--- src/rtl/core/vmt_pkg.sv ---
// Shared types and constants for the vertex matrix transform block.
package vmt_pkg;

   // Matrix dimension and fixed-point format.
   localparam int DIM       = 4;
   localparam int IDX_W     = $clog2(DIM);
   localparam int FIX_W     = 32;
   localparam int FRAC_BITS = 16;
   localparam int PROD_W    = 2 * FIX_W;
   localparam int ACC_W     = PROD_W + IDX_W;
   localparam int Q_W       = ACC_W - FRAC_BITS;

   // Stream payload widths.
   localparam int REQ_DATA_W = 168;
   localparam int RSP_DATA_W = DIM * FIX_W;

   typedef logic signed [FIX_W-1:0]  fix_type;
   typedef logic signed [PROD_W-1:0] prod_type;
   typedef logic signed [ACC_W-1:0]  acc_type;

   // Item kinds carried on the request tuser bit.
   typedef enum logic {
      OP_WRITE = 1'b0,
      OP_XFORM = 1'b1
   } op_type;

   // One in Q16.16 and the saturation bounds.
   localparam fix_type FIX_ONE = fix_type'(1 << FRAC_BITS);
   localparam fix_type FIX_MAX = fix_type'(32'h7FFF_FFFF);
   localparam fix_type FIX_MIN = fix_type'(32'h8000_0000);
   localparam acc_type ACC_HALF = acc_type'(1) << (FRAC_BITS - 1);

   // What travels from one cell to the next in each cycle.
   typedef struct packed {
      logic                    valid;
      op_type                  op;
      logic [2*IDX_W-1:0]      entry_index;
      fix_type                 entry_value;
      fix_type [DIM-1:0]       vec;
      acc_type [DIM-1:0]       acc;
   } beat_type;

endpackage

--- src/rtl/core/vmt_round.sv ---
// Output stage: rounds and saturates the row sums and holds the result beat.
module vmt_round (
   input  logic                               clock,
   input  logic                               reset,
   input  vmt_pkg::beat_type                  beat_in,
   output logic                               en,
   output logic                               rsp_tvalid,
   input  logic                               rsp_tready,
   output logic [vmt_pkg::RSP_DATA_W-1:0]     rsp_tdata,
   output logic                               rsp_tuser
);

   vmt_pkg::acc_type                  rnd_w [vmt_pkg::DIM];
   logic signed [vmt_pkg::Q_W-1:0]    q_w   [vmt_pkg::DIM];
   logic [vmt_pkg::DIM-1:0]           sat_w;
   vmt_pkg::fix_type [vmt_pkg::DIM-1:0] res_in;
   vmt_pkg::fix_type [vmt_pkg::DIM-1:0] res_ff;
   logic                              ovf_in;
   logic                              ovf_ff;
   logic                              valid_in;
   logic                              valid_ff;
   logic                              tail_busy;

   // Round half up to Q16.16 and clamp to 32 bits.
   always_comb begin
      for (int r = 0; r < vmt_pkg::DIM; r++) begin
         rnd_w[r] = beat_in.acc[r] + vmt_pkg::ACC_HALF;
         q_w[r]   = rnd_w[r][vmt_pkg::ACC_W-1:vmt_pkg::FRAC_BITS];
         sat_w[r] = !((&q_w[r][vmt_pkg::Q_W-1:vmt_pkg::FIX_W-1]) ||
                      !(|q_w[r][vmt_pkg::Q_W-1:vmt_pkg::FIX_W-1]));
         if (sat_w[r]) begin
            res_in[r] = q_w[r][vmt_pkg::Q_W-1] ? vmt_pkg::FIX_MIN : vmt_pkg::FIX_MAX;
         end else begin
            res_in[r] = q_w[r][vmt_pkg::FIX_W-1:0];
         end
      end
      ovf_in = |sat_w;
   end

   // The chain moves unless a finished transform waits on a full output register that rsp_tready does not drain.
   always_comb begin
      tail_busy = beat_in.valid && (beat_in.op == vmt_pkg::OP_XFORM);
      en        = !tail_busy || !valid_ff || rsp_tready;
      if (tail_busy && en) begin
         valid_in = 1'b1;
      end else if (rsp_tready) begin
         valid_in = 1'b0;
      end else begin
         valid_in = valid_ff;
      end
   end

   always_ff @(posedge clock) begin
      if (reset) begin
         valid_ff <= 1'b0;
      end else begin
         valid_ff <= valid_in;
      end
   end

   always_ff @(posedge clock) begin
      if (tail_busy && en) begin
         res_ff <= res_in;
         ovf_ff <= ovf_in;
      end
   end

   assign rsp_tvalid = valid_ff;
   assign rsp_tdata  = res_ff;
   assign rsp_tuser  = ovf_ff;

endmodule

--- config.mk ---
export PLATFORM = sky130hd
export DESIGN_NAME = vmt_round
export DESIGN_NICKNAME = d
export VERILOG_FILES = /design/src/rtl/core/vmt_pkg.sv /design/src/rtl/core/vmt_round.sv
export SDC_FILE = /design/constraint.sdc
export NUM_CORES = 1
export LEC_CHECK = 0
export BUFFER_PORTS_ARGS = -buffer_cell sky130_fd_sc_hd__buf_2
export CAP_MARGIN = 20
export CORE_AREA = 2 2 217 219
export CTS_BUF_LIST = sky130_fd_sc_hd__clkbuf_4 sky130_fd_sc_hd__clkbuf_8 sky130_fd_sc_hd__clkbuf_16
export CTS_CLUSTER_SIZE = 8
export DETAILED_ROUTE_END_ITERATION = 8
export DIE_AREA = 0 0 219 221
export REMOVE_ABC_BUFFERS = 1
export SKIP_CTS_REPAIR_TIMING = 1
export SYNTH_ARGS = -nofsm -noshare
export SYNTH_HDL_FRONTEND = slang
export SYNTH_SLANG_ARGS = --single-unit
--- constraint.sdc ---
create_clock -name clock -period 19.5 [get_ports clock]
set_clock_uncertainty 0.15 [all_clocks]
set_input_delay 3.9 -clock clock [delete_from_list [all_inputs] [get_ports clock]]
set_output_delay 3.9 -clock clock [all_outputs]
set_load 0.01 [all_outputs]
# Word level (Yosys, flattened, before mapping)
# Cells that the tools add are included.
# op_classes
n_addsub	4
n_reduce_logical	28
muxes	10
# op_table
cell	n
adder 66 x 17 -> 66 bit, second input constant	4
two-way mux 32 bit	8
AND reduction 19 bit	4
OR reduction 19 bit	4
logical NOT 1 bit	10
logical OR 1 bit	6
OR reduction 4 bit	1
logical AND 1 bit	2
two-way mux 1 bit	2
nonzero test 2 bit	1
# totals
out_inout_bits	131
register_bits	130

# Longest topological paths before layout
# logic_depth
ltp_word	6
ltp_mapped	13

# Least setup slack after synthesis
# No wires, ideal clock.
# synth_path
kind	in2reg
startpoint	input port beat_in[429] (netlist bit)
endpoint	register res_ff, in the netlist rsp_tdata[0], enable pin
n_path_buf	0
setup_time_ns	0.623
path_stages	2
required_time_ns	18.727
t_arrival_ns	9.370
setup_slack_ns	9.357
cell_sequence	nand2_1 > nor2_1
# synth_between
elab_chain_len	5
# synth_rtl
item	line_no	source
start: declaration	vmt_round.sv:5	input vmt_pkg::beat_type beat_in,
logical AND 1 bit (*)	vmt_round.sv:42	tail_busy = beat_in.valid && (beat_in.op == vmt_pkg::OP_XFORM);
logical NOT 1 bit	vmt_round.sv:43	en = !tail_busy || !valid_ff || rsp_tready;
logical OR 1 bit (2 in a row)	vmt_round.sv:43	
logical AND 1 bit (*)	vmt_round.sv:62	if (tail_busy && en) begin
end signal: assignment	vmt_round.sv:63	res_ff <= res_in;
end: declaration	vmt_round.sv:17	vmt_pkg::fix_type [vmt_pkg::DIM-1:0] res_ff;
# Every way passes the cells marked *; elsewhere a longest branch is shown, timed or not.
# A chain may end at the register's enable or synchronous reset.

# Worst setup path after layout
# layout_path
startpoint	input port rsp_tready
endpoint	output port en
# layout_between
elab_chain_len	1
# layout_rtl
item	line_no	source
start: declaration	vmt_round.sv:8	input logic rsp_tready,
logical OR 1 bit	vmt_round.sv:43	
end: declaration	vmt_round.sv:6	output logic en,
# Every way passes these cells.

==> metrics.yaml <==
final_max_slew_viol_count: 0
avgViaCountPerCell: 4.893
crit_family: "simple AND/OR/NAND/NOR gates"
netSwitchingFraction: 0.2782
report.power.total_mw: 0.7595
met2_usage: 0.2316
combPwrFrac: 0.163
holdWs_ns: 0.5477
p_leak_nw: 4.482
setup-violations-final: 0
num_vias: 9918
final_area_um2: 13020
grt_pass1_vias: 9717
fin_tns_setup_ns: 0
hpwl_um: 29320
n_fill_cell: 4938
clk_pin_slew_worst_paths_ns: 0.05
cts-root-buf: "clkbuf_16"
clk_latency_ns: 0.45
met3_usage: 0.04357
placed_cell_area_um2: 12460
max_freq_mhz: 116.5
place_congestion: 0.9242
htree_num_levels: 4
num_io_pins: 564
gr-total-overflow: 0
critPathMaxFanout: 3
critical_path_depth: 4
hold-path-endpoint: "rsp_tvalid$_SDFFE_PP0P_"
fp.dieW_um: 219
rsz0062_at_grt: "false"
busiest_layer: "met2"
drive_gt1_frac: 0.3049
ys_warn_count: 0
dp_slack_ns: 10.86
drc: 0
synth_cells: 1081
min_path_type: "flop to flop"
path_class: "input pin to output pin"
min_from: "rsp_tvalid$_SDFFE_PP0P_"
cts_tree: "yes"
yosysSeqAreaShare: 0.3844
initial_utilization: 0.2199
power_density_nw_per_um2: 58.35
cp_slowest_cell: "nor2b_1"
start_kind: "input pin"
reg2reg_from: "rsp_tvalid$_SDFFE_PP0P_"
first_iter_violations: 619
synthTopCellsByArea: "edfxtp_1, xor2_1, mux2i_1"
clock-sinks: 130
worst_pin_slew_ns: 1.063
nNetsFinal: 1844
syn_area_um2: 10130
finalWorstSetupSlack_ns: 10.91
synth_top_area_cell: "edfxtp_1"
grt_max_degree: 71
min_period_ns: 8.587
ys_types: 73
seq_area_um2: 3894
rows: 79
wl_per_cell_um: 18.16
cp.arrival_ns: 4.54
r2r-end: "rsp_tdata[89]$_DFFE_PP_"
coreArea_um2: 46060
grt_use_met1: 0.1979
die_y_um: 221
cp-startpoint: "rsp_tready"
clockBufferDepth: 2
grt_pass1_wl_um: 56180
p_clk_frac: 0.408
peakVddDrop_v: 0.00006607
insertedDiodeCount: 0
synth-edff-count: 129
grt_usage: 0.1501
multi_input_area_um2: 5918
crit_top_cell: "buf_2"
final_common_cell: "buf_2"
antenna_left: 0
dieArea_um2: 48400
crit_required_ns: 15.45
hold_path_depth: 3
syn_to_final_growth_pct: 28.51
final_cell_mix: "buf_2, edfxtp_1, nand2_1"
path_cells: "buf_2, nor2b_1, nand3_1, buf_2"
internal_power_mw: 0.5482
relSlewSlack: 0.2915
ys.flop_type: "edfxtp_1"
synth.avg_cell_area_um2: 9.370
period_share: 0.4403
antenna_found_initial: 0
path_buf_inv: 2
numCtsBuffers: 17
dr.pass1.iters: 7
max_stage_delay_ns: 0.28
p_sw_mw: 0.2113
cap_violations: 0
synth-seq-cells: 130
hold_viol_final: 0
wl_um: 36820
status: "complete, no violations"
r2r_cells: 4
cp-end-kind: "output pin"
r2r_slack_ns: 16.81
yosys.area.top_type_share: 0.3825
async_reset_ff_frac: 0
power_frac_seq: 0.428
io_buffer_count: 339
metal layers:
| metal | vias up | routed length (um) |
|---|---|---|
| met3 | 47 | 3059 |
| met5 | - | 0 |
| li1 | 4750 | - |
| met1 | 4710 | 16670 |
| met4 | 0 | 768 |
| met2 | 411 | 16320 |
area by class of cell:
type / instances / area share
Timing Repair Buffer: 353 / 0.1384
Inverter: 23 / 0.006633
Clock buffer: 24 / 0.03864
Tap cell: 607 / 0.05835
Sequential cell: 130 / 0.2991
Multi-Input combinational cell: 882 / 0.4547
Clock inverter: 8 / 0.004133
power by group through the flow:
stage               registers (mW)  clock network, mW  logic [mW]
finish                       0.325              0.310       0.124
global route                 0.326              0.330       0.136
CTS                          0.326              0.320       0.124
detailed placement           0.331                  0       0.123
global placement             0.331                  0       0.121
floorplan                    0.339                  0      0.0472
sequential cells by signal, indices dropped and copies added, names as in the netlist:
signal	count
rsp_tuser	1
rsp_tvalid	1
rsp_tdata	128
stage by stage:
stage          cells    util
3_3_place_gp    1995  0.2705
3_5_place_dp    1995  0.2705
2_1_floorplan   1035       -
4_1_cts         2027  0.2826
5_1_grt         2027  0.2826
6_report        2027  0.2826
cell families after synthesis:
logic type | Yosys count | synth area share
XOR/XNOR | 162 | 0.1401
adder cells (fa/ha/maj) | 4 | 0.004942
buffers and inverters | 69 | 0.03582
AO/OA/AOI/OAI | 120 | 0.07721
multiplexers | 72 | 0.07140
flip-flops | 130 | 0.3844
AND/OR/NAND/NOR | 524 | 0.2861
synthesized netlist by cell type (all sizes together) (2+ instances only):
cell type    n
a31oi        3
xor2        89
o31a         3
a31o         4
clkbuf      26
a21oi       67
nand4       79
inv         23
edfxtp     129
nor2b        3
and4b        2
a211oi       2
buf         20
o22ai        2
ha           4
o21ai       19
or2          8
nand2b       2
and4        15
nor4        49
nor4b        5
nor2        73
nor3        28
nor3b        7
o211ai       2
o41ai        2
nand2       98
or3         16
or4         10
a311oi       2
a2111oi      2
or3b         2
mux2i       70
nand4b       4
nand4bb      3
xnor2       73
nand3b       2
a2bb2oi      2
mux2         2
nand3       72
and2        13
and3        32
worst min-delay path: cells and delay by family, from the launching register on:
kind,cells,cell delay (ns)
simple gates,2,0.22
flops,1,0.30
compound gates,1,0.13
worst max-delay path by stage:
| stage | to | slack (ns) |
|---|---|---|
| 2_1_floorplan | rsp_tdata[0]$_DFFE_PP_ | 9.36 |
| 3_3_place_gp | rsp_tdata[114]$_DFFE_PP_ | 10.88 |
| 3_5_place_dp | rsp_tdata[124]$_DFFE_PP_ | 10.86 |
| 4_1_cts | en | 10.90 |
| 5_1_grt | en | 10.84 |
| 6_report | en | 10.91 |
Note: power is estimated with default switching activity, not from simulation.
